File: src/sv/cget_pkg.sv
package cget_pkg;

    localparam int MAX_LOOKAHEAD = 16;
    localparam int SLOT_W = (MAX_LOOKAHEAD > 1) ? $clog2(MAX_LOOKAHEAD) : 1;
    localparam int WIN_W = $clog2(MAX_LOOKAHEAD + 1);

    localparam int LA_W = 5;
    localparam int STEPS_W = 16;
    localparam int HALF_W = 32;
    localparam int WORD_W = 64;
    localparam int CFG_IDX_W = 3;

    localparam logic OP_UPDATE = 1'b0;
    localparam logic OP_CLEAR = 1'b1;

    typedef enum logic [CFG_IDX_W-1:0] {
        CFG_LOOK_AHEAD = 3'd0,
        CFG_MAX_STEPS  = 3'd1,
        CFG_REL_TOL    = 3'd2,
        CFG_ABS_TOL    = 3'd3,
        CFG_EPS        = 3'd4,
        CFG_MIN_ACC    = 3'd5
    } cfg_idx_t;

    typedef enum logic [3:0] {
        ST_IDLE,
        ST_TERM_MUL,
        ST_UPDATE,
        ST_WIN_RD,
        ST_WIN_ACC,
        ST_MUL_LO,
        ST_MUL_HI,
        ST_EVAL,
        ST_DONE
    } state_t;

    typedef enum logic [1:0] {
        SEL_REL,
        SEL_EPS,
        SEL_MIN
    } tol_sel_t;

    typedef struct packed {
        logic idle;
        logic accept;
        logic clear;
        logic mul_term;
        logic update;
        logic win_rd;
        logic win_acc;
        logic mul_lo;
        logic mul_hi;
        logic eval;
        logic load_out;
    } ctrl_t;

    typedef struct packed {
        logic item_valid;
        logic item_clear;
        logic win_none;
        logic tol_last;
        logic out_free;
    } stat_t;

    function automatic logic [WORD_W-1:0] sat_add(input logic [WORD_W-1:0] a,
                                                  input logic [WORD_W-1:0] b);
        logic [WORD_W:0] s;
        s = {1'b0, a} + {1'b0, b};
        return s[WORD_W] ? {WORD_W{1'b1}} : s[WORD_W-1:0];
    endfunction

    function automatic logic [WIN_W-1:0] eff_depth(input logic [LA_W-1:0] la);
        if (int'(la) > MAX_LOOKAHEAD)
        begin
            return WIN_W'(MAX_LOOKAHEAD);
        end
        return WIN_W'(la);
    endfunction

endpackage

File: src/sv/cget_mul.sv
module cget_mul import cget_pkg::*;
(
    input  logic              clk,
    input  logic              en,
    input  logic [HALF_W-1:0] a,
    input  logic [HALF_W-1:0] b,
    output logic [WORD_W-1:0] prod
);

    logic [WORD_W-1:0] prod_reg;

    always_ff @(posedge clk)
    begin
        if (en)
        begin
            prod_reg <= WORD_W'(a) * WORD_W'(b);
        end
    end

    assign prod = prod_reg;

endmodule

File: config.mk
export PLATFORM = sky130hd
export DESIGN_NAME = cget_mul
export DESIGN_NICKNAME = d
export VERILOG_FILES = /design/src/sv/cget_pkg.sv /design/src/sv/cget_mul.sv
export SDC_FILE = /design/constraint.sdc
export NUM_CORES = 2
export LEC_CHECK = 0
export BUFFER_PORTS_ARGS = -buffer_cell sky130_fd_sc_hd__clkbuf_2
export CORE_ASPECT_RATIO = 0.5
export CORE_UTILIZATION = 65
export CTS_BUF_LIST = sky130_fd_sc_hd__clkbuf_4
export DETAILED_ROUTE_END_ITERATION = 10
export GPL_ROUTABILITY_DRIVEN = 0
export PLACE_DENSITY = 0.91
export SLEW_MARGIN = 20
export SYNTH_ARGS = -nofsm -noshare
export SYNTH_HDL_FRONTEND = slang
export SYNTH_SLANG_ARGS = --single-unit
File: constraint.sdc
create_clock -name clk -period 10.6 [get_ports clk]
set_input_delay 2.12 -clock clk [delete_from_list [all_inputs] [get_ports clk]]
set_output_delay 2.12 -clock clk [all_outputs]
set_load 0.03 [all_outputs]
==> impl_metrics.toml <==
[final_layout]
fin_cells = 4428
areaGrowthSynthToFinish_pct = 3.38
drive_above_1_share_pct = 5.64
final_net_count = 4944
nFillCells = 3364
largest_reg_flops = 64

[timing]
fmax_mhz = 101
drv_slew = 0
setup_viol = 0
hold_viol_final = 0
period_minus_slack_ps = 9920
rsz0062_at_grt = "no"
timing.final.ws_setup_ps = 680
fin_setup_tns_ps = 0
slew_headroom_pct = 34.7
fin_crit_sh_pct = 93.6
tightestPinTransition_ps = 980

[logic_synthesis]
ys.warnings.count = 0
syn-num-nets = 4973
synthCells = 3748
synth_xor_area_share_pct = 1.49
synth_fa_ha_area_share_pct = 60.1
syn_area_mm2 = 0.0353
synth_edf_count = 64
muxShareOfSynthArea_pct = 0.0283
ys_seq_elements = 64
synthSimpleGateAreaFrac_pct = 17.3
synth_top_family_by_area = "adder cells"
synth_cell_types = 57
synth-seq-area-share_pct = 5.44
synth-compound-area-share_pct = 4.08
synth_ff_type = "edfxtp_1"
synth.avg_cell_area_um2 = 9.42
ys_async_sr_fraction_pct = 0

[route]
ant_nets = 0
vias_per_cell = 6.11
via_count = 27100
totalWireLength_mm = 98.3
wire_per_inst_um = 22.2
dr.first_iter.drc_count = 2751
dr.pass1.iters = 6
drcViolationCount = 0

[global_routing]
grt_util_met2_pct = 59.5
grt_pass1_vias = 30600
use_met1_pct = 41.6
grt_max_degree = 65
grt_pass1_wl_mm = 157
grt_overflow = 0
met3_usage_pct = 11.2
grt_most_used_layer = "met2"
antenna_found_initial = 3
grt_usage_pct = 36.9

[status]
status = "finished clean"

[clock_network]
cts_hold_buf = 0
clk_pin_slew_ps = 130
postCtsSetupBuffers = 0
cts_sinks = 64
numCtsBuffers = 9
clock_path_buffers = 2
ctsResizeCount = 0
cts_max_level = 3
cts_root_buffer = "clkbuf_4"
cts_tree = "done"

[worst_setup_path]
crit_path_start_kind = "input port"
cp_data_required_time_ps = 10870
cp-end-kind = "flop"
crit_type = "in2reg"
crit_arrival_ps = 10190
cp_max_fo = 25

[floorplan]
die_w_um = 332
die_h_um = 167
core_area_mm2 = 0.0528
start_util_pct = 66.9
io_pins = 130
die_area_mm2 = 0.0553
rows = 59

[placed_design]
dpl_worst_slack_ps = 406
dp_hpwl_mm = 77.8
portBuffers = 129
place_inst = 4409

[flow_run]
drv_cap = 0

[worst_hold_path]
worstHoldPathType = "in2reg"
[critical path, cell delays in order]
cell and delay [ps]:
clkbuf_2 560, buf_4 330, nand2_1 100, fa_1 500, inv_1 60, fa_1 640, fa_1 460, fa_1 480
fa_1 510, fa_1 430, fa_1 490, inv_1 50, fa_1 480, inv_1 50, ha_1 440, nand4_1 280
or4_1 500, or3_1 380, a31oi_1 630, a31o_2 320, a211oi_1 110, o21ai_1 170, xor2_1 80
[per-stage QoR]
stage	hold WS, ps	area, um^2	util [%]
2_1_floorplan	2230	35300	-
5_1_grt	2260	36500	69.2
3_5_place_dp	2610	36400	68.9
4_1_cts	2270	36500	69.2
6_report	2290	36500	69.2
3_3_place_gp	2610	36400	68.9
[placed cells by master (no fill, tap or decap), types with 12 or more instances in the layout]
cell type,n
nand2_1,480
xor2_1,25
clkbuf_2,129
o21ai_0,21
and3_1,14
inv_1,865
nor2_1,20
nand4_1,23
a21o_1,40
ha_1,263
a31oi_1,12
fa_1,896
a21oi_1,63
and2_1,602
buf_4,51
edfxtp_1,64
xnor2_1,35
[cells by family after synthesis]
family / after synthesis
simple gates: 1177
fa+ha+maj: 1159
flops: 64
compound gates: 202
mux: 1
buf+inv: 1085
xor+xnor: 60
[area by class of cell]
cell class | instances | area [um^2] | area share (%)
clock inverter | 7 | 45.0 | 0.123
tap | 701 | 877 | 2.40
clock buffer | 9 | 67.6 | 0.185
sequential | 64 | 1920 | 5.26
antenna | 3 | 7.51 | 0.0206
inverter | 865 | 3250 | 8.89
timing repair buffer | 180 | 1030 | 2.82
multi-input combinational | 2599 | 29300 | 80.3
[cells in the mapped netlist (20+ instances only)]
cell type / count / area (um^2)
ha_1: 263 / 3290
clkbuf_1: 213 / 800
o21ai_0: 21 / 105
xor2_1: 25 / 219
nor2_1: 20 / 75.1
a21o_1: 40 / 300
fa_1: 896 / 17900
and2_1: 602 / 3770
xnor2_1: 35 / 307
nand2_1: 480 / 1800
edfxtp_1: 64 / 1920
nand4_1: 23 / 144
a21oi_1: 63 / 315
inv_1: 865 / 3250
[layer usage]
layer  wire, um  share of wire [%]
met1      30900                 31
met2      45500                 46
met3      12700                 13
met4       9120                9.3
met5         13              0.013
[final timing paths]
path              from  endpoint  slack, ps  cells past startpoint
setup / recovery  a[7]  prod[62]        680                     23
hold / removal      en  prod[54]       2290                      2
Power is left out: the tool's default activity adds up to more than one toggle a clock period on the data nets, which glitch-free logic cannot reach.
