==> config.mk <==
export PLATFORM = sky130hd
export DESIGN_NAME = cget_seq
export DESIGN_NICKNAME = d
export VERILOG_FILES = /design/src/sv/cget_pkg.sv /design/src/sv/cget_seq.sv
export SDC_FILE = /design/constraint.sdc
export NUM_CORES = 1
export LEC_CHECK = 0
export BUFFER_PORTS_ARGS = -buffer_cell sky130_fd_sc_hd__buf_2
export CORE_AREA = 8 8 45 47
export CTS_CLUSTER_SIZE = 8
export DETAILED_ROUTE_END_ITERATION = 6
export DIE_AREA = 0 0 53 55
export PLACE_DENSITY = 0.62
export SYNTH_ARGS = -nofsm -noshare
export SYNTH_HDL_FRONTEND = slang
export SYNTH_SLANG_ARGS = --single-unit
export TNS_END_PERCENT = 30
==> constraint.sdc <==
create_clock -name clk -period 1.06 [get_ports clk]
set_input_delay 0.212 -clock clk [delete_from_list [all_inputs] [get_ports clk]]
set_output_delay 0.212 -clock clk [all_outputs]
set_load 0.005 [all_outputs]
==> src/sv/cget_pkg.sv <==
package cget_pkg;

    localparam int MAX_LOOKAHEAD = 16;
    localparam int SLOT_W = (MAX_LOOKAHEAD > 1) ? $clog2(MAX_LOOKAHEAD) : 1;
    localparam int WIN_W = $clog2(MAX_LOOKAHEAD + 1);

    localparam int LA_W = 5;
    localparam int STEPS_W = 16;
    localparam int HALF_W = 32;
    localparam int WORD_W = 64;
    localparam int CFG_IDX_W = 3;

    localparam logic OP_UPDATE = 1'b0;
    localparam logic OP_CLEAR = 1'b1;

    typedef enum logic [CFG_IDX_W-1:0] {
        CFG_LOOK_AHEAD = 3'd0,
        CFG_MAX_STEPS  = 3'd1,
        CFG_REL_TOL    = 3'd2,
        CFG_ABS_TOL    = 3'd3,
        CFG_EPS        = 3'd4,
        CFG_MIN_ACC    = 3'd5
    } cfg_idx_t;

    typedef enum logic [3:0] {
        ST_IDLE,
        ST_TERM_MUL,
        ST_UPDATE,
        ST_WIN_RD,
        ST_WIN_ACC,
        ST_MUL_LO,
        ST_MUL_HI,
        ST_EVAL,
        ST_DONE
    } state_t;

    typedef enum logic [1:0] {
        SEL_REL,
        SEL_EPS,
        SEL_MIN
    } tol_sel_t;

    typedef struct packed {
        logic idle;
        logic accept;
        logic clear;
        logic mul_term;
        logic update;
        logic win_rd;
        logic win_acc;
        logic mul_lo;
        logic mul_hi;
        logic eval;
        logic load_out;
    } ctrl_t;

    typedef struct packed {
        logic item_valid;
        logic item_clear;
        logic win_none;
        logic tol_last;
        logic out_free;
    } stat_t;

    function automatic logic [WORD_W-1:0] sat_add(input logic [WORD_W-1:0] a,
                                                  input logic [WORD_W-1:0] b);
        logic [WORD_W:0] s;
        s = {1'b0, a} + {1'b0, b};
        return s[WORD_W] ? {WORD_W{1'b1}} : s[WORD_W-1:0];
    endfunction

    function automatic logic [WIN_W-1:0] eff_depth(input logic [LA_W-1:0] la);
        if (int'(la) > MAX_LOOKAHEAD)
        begin
            return WIN_W'(MAX_LOOKAHEAD);
        end
        return WIN_W'(la);
    endfunction

endpackage

==> src/sv/cget_seq.sv <==
module cget_seq import cget_pkg::*;
(
    input  logic  clk,
    input  logic  rst_n,
    input  stat_t stat,
    output ctrl_t ctrl
);

    state_t state_reg;
    state_t state_next;

    always_ff @(posedge clk or negedge rst_n)
    begin
        if (!rst_n)
        begin
            state_reg <= ST_IDLE;
        end
        else
        begin
            state_reg <= state_next;
        end
    end

    always_comb
    begin
        state_next = state_reg;
        unique case (state_reg)
            ST_IDLE:
            begin
                if (stat.item_valid)
                begin
                    state_next = stat.item_clear ? ST_MUL_LO : ST_TERM_MUL;
                end
            end
            ST_TERM_MUL: state_next = ST_UPDATE;
            ST_UPDATE:   state_next = ST_WIN_RD;
            ST_WIN_RD:   state_next = stat.win_none ? ST_MUL_LO : ST_WIN_ACC;
            ST_WIN_ACC:  state_next = ST_WIN_RD;
            ST_MUL_LO:   state_next = ST_MUL_HI;
            ST_MUL_HI:   state_next = ST_EVAL;
            ST_EVAL:     state_next = stat.tol_last ? ST_DONE : ST_MUL_LO;
            ST_DONE:
            begin
                if (stat.out_free)
                begin
                    state_next = ST_IDLE;
                end
            end
            default:     state_next = ST_IDLE;
        endcase
    end

    always_comb
    begin
        ctrl = '0;
        unique case (state_reg)
            ST_IDLE:
            begin
                ctrl.idle   = 1'b1;
                ctrl.accept = stat.item_valid;
                ctrl.clear  = stat.item_valid && stat.item_clear;
            end
            ST_TERM_MUL: ctrl.mul_term = 1'b1;
            ST_UPDATE:   ctrl.update = 1'b1;
            ST_WIN_RD:   ctrl.win_rd = !stat.win_none;
            ST_WIN_ACC:  ctrl.win_acc = 1'b1;
            ST_MUL_LO:   ctrl.mul_lo = 1'b1;
            ST_MUL_HI:   ctrl.mul_hi = 1'b1;
            ST_EVAL:     ctrl.eval = 1'b1;
            ST_DONE:     ctrl.load_out = stat.out_free;
            default:     ctrl = '0;
        endcase
    end

endmodule

==> results of run 1 <==
-- worst max-delay path: stages, from the launching register on --
cell     delay, ns
dfrtp_2       0.44
nor4_4        0.31
and3_1        0.18
buf_2         0.10
-- final cells by class --
class                      count  area share [%]
clock buffer                   3            3.52
multi-input combinational     29            39.9
inverter                       1           0.587
tap                           16            3.13
timing repair buffer          35            36.4
sequential                     4            16.4
-- per-layer routing --
| metal | GRT usage (%) | vias to the layer above | share of wire, % |
|---|---|---|---|
| li1 | - | 203 | - |
| met1 | 8.27 | 196 | 40 |
| met2 | 14.8 | 15 | 53 |
| met3 | 2.67 | 2 | 5.7 |
| met4 | 2.59 | 0 | 0.78 |
| met5 | 0 | - | 0 |
-- kinds of logic after synthesis --
kind of cell / after synthesis
simple gates: 21
compound gates: 8
buf+inv: 5
flops: 4
-- placed cells by master, fill, tap and decap left out, types with 2 or more instances in the layout --
cell,netlist,routed
a21oi_2,2,2
and3_1,2,2
buf_2,1,16
buf_4,0,16
buf_6,3,2
clkbuf_4,0,3
dfrtp_2,0,4
nand2_1,3,2
nand2b_1,2,2
nor2_1,3,2
nor2b_1,2,2
nor3_2,1,4
-- report_power, final --
group	internal, mW	switching (mW)	leakage (nW)
Combinational	0.718	0.553	0.265
Clock	0.127	0.0644	0.0138
Sequential	0.236	0.143	0.0442
-- what timing repair did --
item                                    CTS  global route
endpoints found under the setup margin   15            14
setup buffers                             4             5
gates resized for setup                  12             3
hold endpoints to repair                  4             0
hold buffers                              1             0
pin swaps                                 2             1
-- per-stage QoR --
| step | utilization (%) | hold WS, ns | power (mW) | instance area, um^2 |
|---|---|---|---|---|
| floorplan | - | -0.0836 | 0.939 | 353 |
| global placement | 34.6 | 0.0229 | 1.19 | 479 |
| detailed placement | 34.6 | 0.0226 | 1.20 | 479 |
| CTS | 42.0 | 0.149 | 1.63 | 582 |
| global route | 46.2 | 0.171 | 1.96 | 639 |
| finish | 46.2 | 0.157 | 1.84 | 639 |
-- final timing paths --
kind | end | startpoint
setup reg to reg | state_reg[0]$_DFFE_PN0P_ | state_reg[2]$_DFFE_PN0P_
hold / removal | state_reg[3]$_DFFE_PN0P_ | stat[0]
hold reg to reg | state_reg[1]$_DFFE_PN0P_ | state_reg[3]$_DFFE_PN0P_
setup / recovery | ctrl[8] | state_reg[2]$_DFFE_PN0P_
max in group asynchronous | state_reg[1]$_DFFE_PN0P_ | rst_n
min in group asynchronous | state_reg[2]$_DFFE_PN0P_ | rst_n
==> metrics.md, run 1 <==
| Metric | Value |
|---|---|
| N_diodes | 0 |
| Violations in the final reports | negative setup slack |
| Cells on worst reg2reg path | 5 |
| Via density per instance | 4.73 |
| RePlAce Congestion | 0.769 |
| Netlist cell types | 23 |
| Final critical-path share of the clock period | 140% |
| 1st-pass router iterations | 2 |
| Root Buffer | clkbuf_4 |
| Vias in the first global route | 402 |
| Share of post-route cells with drive strength above 1 | 75.0% |
| Max reg flops | 4 |
| H-tree depth | 1 |
| R2r setup slk | -0.15 ns |
| Synth Area per Inst | 9.29 um^2 |
| 1st-iter DRT viols | 5 |
| Compound-Gate Fraction of Synth Area | 17.7% |
| Tot GR Track Use | 8.00% |
| Top cell type's share of synthesized area | 28.4% |
| EDFF count, synth | 0 |
| Synth Area in Simple Gates | 41.8% |
| Placeable Area | 0.00138 mm^2 |
| Relative slew slack | 84.1% |
| Async SR Flop Fraction | 100% |
| Status | finished, violations left |
| Die area | 0.00292 mm^2 |
| Sequential fraction of the synthesis area | 28.4% |
| RSZ-0062 raised after global routing | true |
| Global route overflow | 0 |
| Fin cells | 88 |
| Mux cell area share after synthesis | 0% |
| VDD IR-drop max | 0.00134 V |
| Slew @ Worst Pin | 0.236 ns |
| Final worst slack | -0.425 ns |
| Slew Limit Fails | 0 |
| CTS tree | yes |
| First-pass GRT wire length | 1750 um |
| Syn nets | 45 |
| Final wirelength | 1150 um |
| Power Density | 2880 mW/mm^2 |
| HP Class | in -> reg |
| Clock latency on the worst-skew pair | 0.24 ns |
| Fillers | 147 |
| Max Fclk | 673 MHz |
| Sink Count | 4 |
| Final hold vios | 0 |
| Startpoint types | flop |
| Register area | 105 um^2 |
| Die W | 53 um |
| Main synth FF type | dfrtp_1 |
| Starting Density | 25.5% |
| Clock Skew | 0.00587 ns |
| Crit end category | output pin |
| IO Port Bufs | 17 |
| Largest net degree at the start of global routing | 8 |
| DRC viols | 0 |
| ANT nets after route | 0 |
| XOR/XNOR Fraction of Synth Area | 0% |
| Clock buffer depth | 2 |
| Placed cells | 75 |
| Setup violations, final | 14 |
| Multi-input gate area | 255 um^2 |
| Row count | 14 |
| Chip height | 55 um |
| DP Wirelength | 796 um |
| Fin crit period | 1.48 ns |
| Hold Crit Depth | 2 |
| Leak | 0.323 nW |
| Final Net Count | 81 |
| Max cap viols | 0 |
| Synthesis-to-layout area growth | 81.2% |
| Via count | 416 |
| Crit path max fanout | 5 |
| CTS buffer count | 3 |
| Critical path required time | 0.85 ns |
| Routed len/inst | 13.1 um |
| Worst EP arrival | 1.27 ns |
| Commonest cells in the netlist | dfrtp_1, buf_6, nand2_1, nor2_1, nor3_1 |
| Post-synthesis register bit count | 4 |
| Total negative setup slack | -4.12 ns |
| Largest cells by area after synthesis | dfrtp_1, buf_6, nor4_4, a21oi_2, nor3_1 |
| # IOs | 18 |
| Most frequent cell after synthesis | dfrtp_1 |
| Dpl ws | -0.234 ns |
| Antenna violations before repair | 0 |
| YS warnings | 0 |
| Synthesized area | 353 um^2 |
| Clock slew at reported path FFs | 0.04 ns |
| Critical path type | reg -> out |
| Main combinational cell family by area after synthesis | simple AND/OR/NAND/NOR gates |
| Synth Area in Adders | 0% |
| Leading area contributor after synthesis | dfrtp_1 |
| Mapped Cells | 38 |
No activity file was read; power rests on OpenSTA's default activity.
==> run 2, diff against run 1 <==
Settings changed: PLACE_DENSITY 0.62 to 0.5.
==> run 2 against run 1 <==
  * The flow still finishes with violations (negative setup slack)
  * Register-to-register slack worse by 0.06 ns
  * Clock power is 4% lower
  * Critical path depth stayed put
  * Combinational power is 12% lower
  * Cell count is 4.5% lower
  * Total power is 9.2% lower
  * Critical endpoint unchanged
  * Highest routed layer is now met3
==> metrics.md, run 2 (synthesis results as in run 1) <==
| Metric | Value |
|---|---|
| Status | finished, violations left (unchanged) |
| Violations in the final reports | negative setup slack (unchanged) |
| Clock buffer depth | 2 (unchanged) |
| CP max stage cell | dfrtp_2 (unchanged) |
| Post-route cell area | 586 um^2 (was 639 um^2) |
| Slew @ Worst Pin | 0.225 ns (was 0.236 ns) |
| Placeable Area | 0.00138 mm^2 (unchanged) |
| Starting Density | 25.5% (unchanged) |
| Total negative setup slack | -4.09 ns (was -4.12 ns) |
| Relative slew slack | 84.9% (was 84.1%) |
| 1st-pass router iterations | 4 (was 2) |
| Final hold slack | 0.156 ns (was 0.157 ns) |
| Sink Count | 4 (unchanged) |
| Power Density | 2860 mW/mm^2 (was 2880 mW/mm^2) |
| Chip height | 55 um (unchanged) |
| CP top delay family | simple AND/OR/NAND/NOR gates (unchanged) |
| Tot GR Track Use | 8.82% (was 8.00%) |
| Fin cells | 84 (was 88) |
| Antenna violations before repair | 0 (unchanged) |
| Leading cell type in the layout, fill and taps excluded | buf_2 |
| Clock slew at reported path FFs | 0.04 ns (about the same) |
| 1st-iter DRT viols | 4 (was 5) |
| Max reg flops | 4 (unchanged) |
| Leak | 0.298 nW (was 0.323 nW) |
| Startpoint types | flop (unchanged) |
| Via density per instance | 4.61 (was 4.73) |
| Die W | 53 um (unchanged) |
| Max Fclk | 686 MHz (was 673 MHz) |
| Slew Limit Fails | 0 (unchanged) |
| Die area | 0.00292 mm^2 (unchanged) |
| Crit end category | output pin (unchanged) |
| Layout Utilization | 42.3% (was 46.2%) |
| Worst EP arrival | 1.25 ns (was 1.27 ns) |
| Commonest non-fill, non-tap cells in the layout | buf_2, buf_4, dfrtp_2 (was buf_2, buf_4, nor3_2, dfrtp_2, clkbuf_4) |
| DRC viols | 0 (unchanged) |
| Final wirelength | 1180 um (was 1150 um) |
| H-tree depth | 1 (unchanged) |
| Placed cells | 71 (was 75) |
| Clock Skew | 0.00438 ns (was 0.00587 ns) |
| Share of post-route cells with drive strength above 1 | 70.6% (was 75.0%) |
| IO Port Bufs | 17 (unchanged) |
| Fillers | 143 (was 147) |
| RePlAce Congestion | 0.759 (was 0.769) |
| Total Power | 1.67 mW (was 1.84 mW) |
| HP Class | in -> reg (unchanged) |
| Synthesis-to-layout area growth | 66.0% (was 81.2%) |
| # IOs | 18 (unchanged) |
| RSZ-0062 raised after global routing | true (unchanged) |
| Crit path max fanout | 7 (was 5) |
| Setup violations, final | 14 (unchanged) |
| Clock latency on the worst-skew pair | 0.23 ns (was 0.24 ns) |
| Routed len/inst | 14.0 um (was 13.1 um) |
| DP Wirelength | 731 um (was 796 um) |
| Via count | 387 (was 416) |
| CTS buffer count | 3 (unchanged) |
| ANT nets after route | 0 (unchanged) |
| Final Net Count | 77 (was 81) |
| Worst path cell trace | nor4_4 -> and3_1 -> buf_2 (unchanged) |
| Vias in the first global route | 419 (was 402) |
| Row count | 14 (unchanged) |
| DP Area | 449 um^2 (was 479 um^2) |
| First-pass GRT wire length | 1880 um (was 1750 um) |
| Critical path required time | 0.85 ns (about the same) |
| Final hold vios | 0 (unchanged) |
| Worst path max stage delay | 0.45 ns (was 0.44 ns) |
| Root Buffer | clkbuf_4 (unchanged) |
| N_diodes | 0 (unchanged) |
| Fin crit period | 1.46 ns (was 1.48 ns) |
| VDD IR-drop max | 0.00104 V (was 0.00134 V) |
| Largest net degree at the start of global routing | 8 (unchanged) |
| CTS tree | yes (unchanged) |
| Dpl ws | -0.253 ns (was -0.234 ns) |
| CP Buf/Inv Count | 1 (unchanged) |
| Global route overflow | 0 (unchanged) |
| Final worst slack | -0.399 ns (was -0.425 ns) |
| Final critical-path share of the clock period | 138% (was 140%) |
| Critical path type | reg -> out (unchanged) |
| Max cap viols | 0 (unchanged) |
run 2: cell types whose count changed in the layout (fill, tap and decap cells not counted), sizes merged:
cell	delta
buf	-4
run 2: final cells by class:
type                            count  area, um^2  share of cell area (%)
Clock buffer                        3        22.5                    3.85
Inverter                            1        3.75                   0.641
Multi-Input combinational cell     29         241                    41.2
Sequential cell                     4         105                    17.9
Tap cell                           16        20.0                    3.42
Timing Repair Buffer               31         193                    32.9
run 2: final timing paths:
check	from	to	slack, ns	cells after the start
min reg2reg	state_reg[3]$_DFFE_PN0P_	state_reg[1]$_DFFE_PN0P_	0.59	1
max	state_reg[0]$_DFFE_PN0P_	ctrl[8]	-0.40	3
max reg2reg	state_reg[1]$_DFFE_PN0P_	state_reg[2]$_DFFE_PN0P_	-0.21	5
max in group asynchronous	rst_n	state_reg[1]$_DFFE_PN0P_	0.60	2
min	stat[0]	state_reg[3]$_DFFE_PN0P_	0.16	2
min in group asynchronous	rst_n	state_reg[2]$_DFFE_PN0P_	0.32	2
run 2: where the power goes:
part | switching [mW] | leakage (nW) | internal [mW]
Sequential | 0.128 | 0.0442 | 0.236
Clock | 0.0572 | 0.0138 | 0.126
Combinational | 0.518 | 0.240 | 0.606
run 2: worst register-to-register path, delay by kind of cell, from the launching register on:
kind                   cells  cell delay (ns)
flip-flops                 1             0.42
buffers and inverters      2             0.27
AND/OR/NAND/NOR            1             0.27
AO/OA/AOI/OAI              2             0.23
run 2: what timing repair did:
item / in CTS / in global routing
gates resized for setup: 7 / 3
buffers inserted: 7 / 2
cloned: 0 / 0
endpoints found under the hold margin: 4 / 0
endpoints found under the setup margin: 15 / 15
hold buffers: 1 / 0
pin swaps: 5 / 2
run 2: per-layer routing:
metal / share of wire [%] / wire [um] / global-route usage, %
met4: 0 / 0 / 1.29
met2: 51 / 600 / 15.8
met1: 42 / 494 / 9.17
met3: 7.0 / 82 / 4.55
met5: 0 / 0 / 0
==> run 3, diff against run 2 <==
Settings changed: CELL_PAD_IN_SITES_DETAIL_PLACEMENT set to 1, CELL_PAD_IN_SITES_GLOBAL_PLACEMENT set to 1, PLACE_DENSITY 0.5 to 0.64.
Clock period 1.06 ns to 1.4 ns, I/O delays scaled along.
==> run 3 against run 2 <==
  * Critical path depth unchanged
  * Via count decreased by 2.1%
  * Clock power down 21%
  * Highest routed layer unchanged
  * First-iteration DRC count is 50% lower
  * The run still ends with negative setup slack left
==> metrics.md, run 3 (synthesis results as in run 1) <==
| Metric | Value |
|---|---|
| DP Wirelength | 800 um (was 731 um) |
| Chip height | 55 um (unchanged) |
| Final wirelength | 1150 um (was 1180 um) |
| Via density per instance | 4.57 (was 4.61) |
| Total Power | 1.41 mW (was 1.67 mW) |
| Placeable Area | 0.00138 mm^2 (unchanged) |
| Critical path required time | 1.12 ns (was 0.85 ns) |
| Tot GR Track Use | 8.71% (was 8.82%) |
| Slew @ Worst Pin | 0.224 ns (was 0.225 ns) |
| Cells on worst reg2reg path | 5 (unchanged) |
| Worst EP arrival | 1.30 ns (was 1.25 ns) |
| Fillers | 162 (was 143) |
| Clock latency on the worst-skew pair | 0.24 ns (was 0.23 ns) |
| Source of the worst register-to-register timing path | state_reg[2]$_DFFE_PN0P_ (was state_reg[1]$_DFFE_PN0P_) |
| Antenna violations before repair | 0 (unchanged) |
| Routed len/inst | 13.8 um (was 14.0 um) |
| Total negative setup slack | -0.881 ns (was -4.09 ns) |
| 1st-iter DRT viols | 2 (was 4) |
| CTS tree | yes (unchanged) |
| Clock buffer depth | 2 (unchanged) |
| Critical path type | reg -> out (unchanged) |
| Clock slew at reported path FFs | 0.04 ns (about the same) |
| Largest net degree at the start of global routing | 8 (unchanged) |
| Starting Density | 25.5% (unchanged) |
| 1st-pass router iterations | 3 (was 4) |
| DRC viols | 0 (unchanged) |
| Vias in the first global route | 431 (was 419) |
| ANT nets after route | 0 (unchanged) |
| Crit path max fanout | 6 (was 7) |
| RePlAce Congestion | 0.746 (was 0.759) |
| Post-route cell area | 629 um^2 (was 586 um^2) |
| Power Density | 2240 mW/mm^2 (was 2860 mW/mm^2) |
| Relative slew slack | 85.0% (was 84.9%) |
| N_diodes | 0 (unchanged) |
| Dpl ws | 0.0189 ns (was -0.253 ns) |
| Final critical-path share of the clock period | 113% |
| Max reg flops | 4 (unchanged) |
| Final hold vios | 0 (unchanged) |
| Hold Crit Depth | 2 (unchanged) |
| Final Net Count | 76 (was 77) |
| Slew Limit Fails | 0 (unchanged) |
| Leak | 0.306 nW (was 0.298 nW) |
| First-pass GRT wire length | 1860 um (was 1880 um) |
| RR Endpoint | state_reg[0]$_DFFE_PN0P_ (was state_reg[2]$_DFFE_PN0P_) |
| Share of post-route cells with drive strength above 1 | 77.6% (was 70.6%) |
| Sink Count | 4 (unchanged) |
| Clock Skew | 0.00509 ns (was 0.00438 ns) |
| Setup violations, final | 10 (was 14) |
| Die W | 53 um (unchanged) |
| Final worst slack | -0.177 ns (was -0.399 ns) |
| Startpoint types | flop (unchanged) |
| Leading cell type in the layout, fill and taps excluded | buf_2 (unchanged) |
| Hold wc startpoint | stat[0] (unchanged) |
| Row count | 14 (unchanged) |
| VDD IR-drop max | 0.000815 V (was 0.00104 V) |
| Max Fclk | 634 MHz |
| H-tree depth | 1 (unchanged) |
| Violations in the final reports | negative setup slack (unchanged) |
| Crit end category | output pin (unchanged) |
| DP Area | 449 um^2 (unchanged) |
| HP Class | in -> reg (unchanged) |
| Die area | 0.00292 mm^2 (unchanged) |
| Worst Hold End | state_reg[3]$_DFFE_PN0P_ (unchanged) |
| Fin crit period | 1.58 ns |
| Commonest non-fill, non-tap cells in the layout | buf_2, buf_4, nor3_2, buf_6, dfrtp_2 (was buf_2, buf_4, dfrtp_2) |
| Synthesis-to-layout area growth | 78.4% (was 66.0%) |
| # IOs | 18 (unchanged) |
| R2r setup slk | 0.19 ns (was -0.21 ns) |
| RSZ-0062 raised after global routing | true (unchanged) |
| Via count | 379 (was 387) |
| CTS buffer count | 3 (unchanged) |
| Final hold slack | 0.231 ns (was 0.156 ns) |
| IO Port Bufs | 17 (unchanged) |
| Status | finished, violations left (unchanged) |
| Global route overflow | 0 (unchanged) |
| Max cap viols | 0 (unchanged) |
| Root Buffer | clkbuf_4 (unchanged) |
## run 3: cell types whose count changed in the layout (fill, tap and decap cells not counted), sizes merged
cell	before	now
buf	30	29
## run 3: worst max path at each step
stage,from,end
after floorplan,state_reg[1]$_DFFE_PN0P_,ctrl[8]
final,state_reg[1]$_DFFE_PN0P_,ctrl[8]
after CTS,state_reg[2]$_DFFE_PN0P_,ctrl[8]
after global placement,state_reg[0]$_DFFE_PN0P_,ctrl[8]
after detailed placement,state_reg[0]$_DFFE_PN0P_,ctrl[8]
after global routing,state_reg[1]$_DFFE_PN0P_,ctrl[8]
## run 3: metal layers
metal,part of all wire (%),global-route usage [%]
met1,39,8.42
met2,59,16.2
met3,2.5,2.41
met4,0,5.17
met5,0,0
## run 3: stage by stage
stage / instances / utilization, %
2_1_floorplan: 38 / -
3_3_place_gp: 71 / 32.5
3_5_place_dp: 71 / 32.5
4_1_cts: 81 / 43.9
5_1_grt: 83 / 45.5
6_report: 83 / 45.5
## run 3: timing repair
item	CTS	global route
pin swaps	6	2
setup buffers	6	2
setup endpoints to repair	11	11
hold buffers	1	0
hold endpoints to repair	4	0
gates resized for setup	17	2
## run 3: where the power goes
part           internal (mW)  switching, mW  total, mW
clock                 0.0960         0.0488      0.145
sequential             0.179          0.141      0.320
combinational          0.551          0.393      0.943
total                  0.825          0.582       1.41
## run 3: cell type report
class                           count  area, um^2  share of cell area [%]
Multi-Input combinational cell     29         265                    42.1
Timing Repair Buffer               30         213                    33.8
Sequential cell                     4         105                    16.7
Clock buffer                        3        22.5                    3.58
Tap cell                           16        20.0                    3.18
Inverter                            1        3.75                   0.596
## run 3: critical path: stages (launching register included)
cell and delay (ns):
dfrtp_2 0.47, nor4_4 0.31, and3_1 0.18, buf_2 0.11
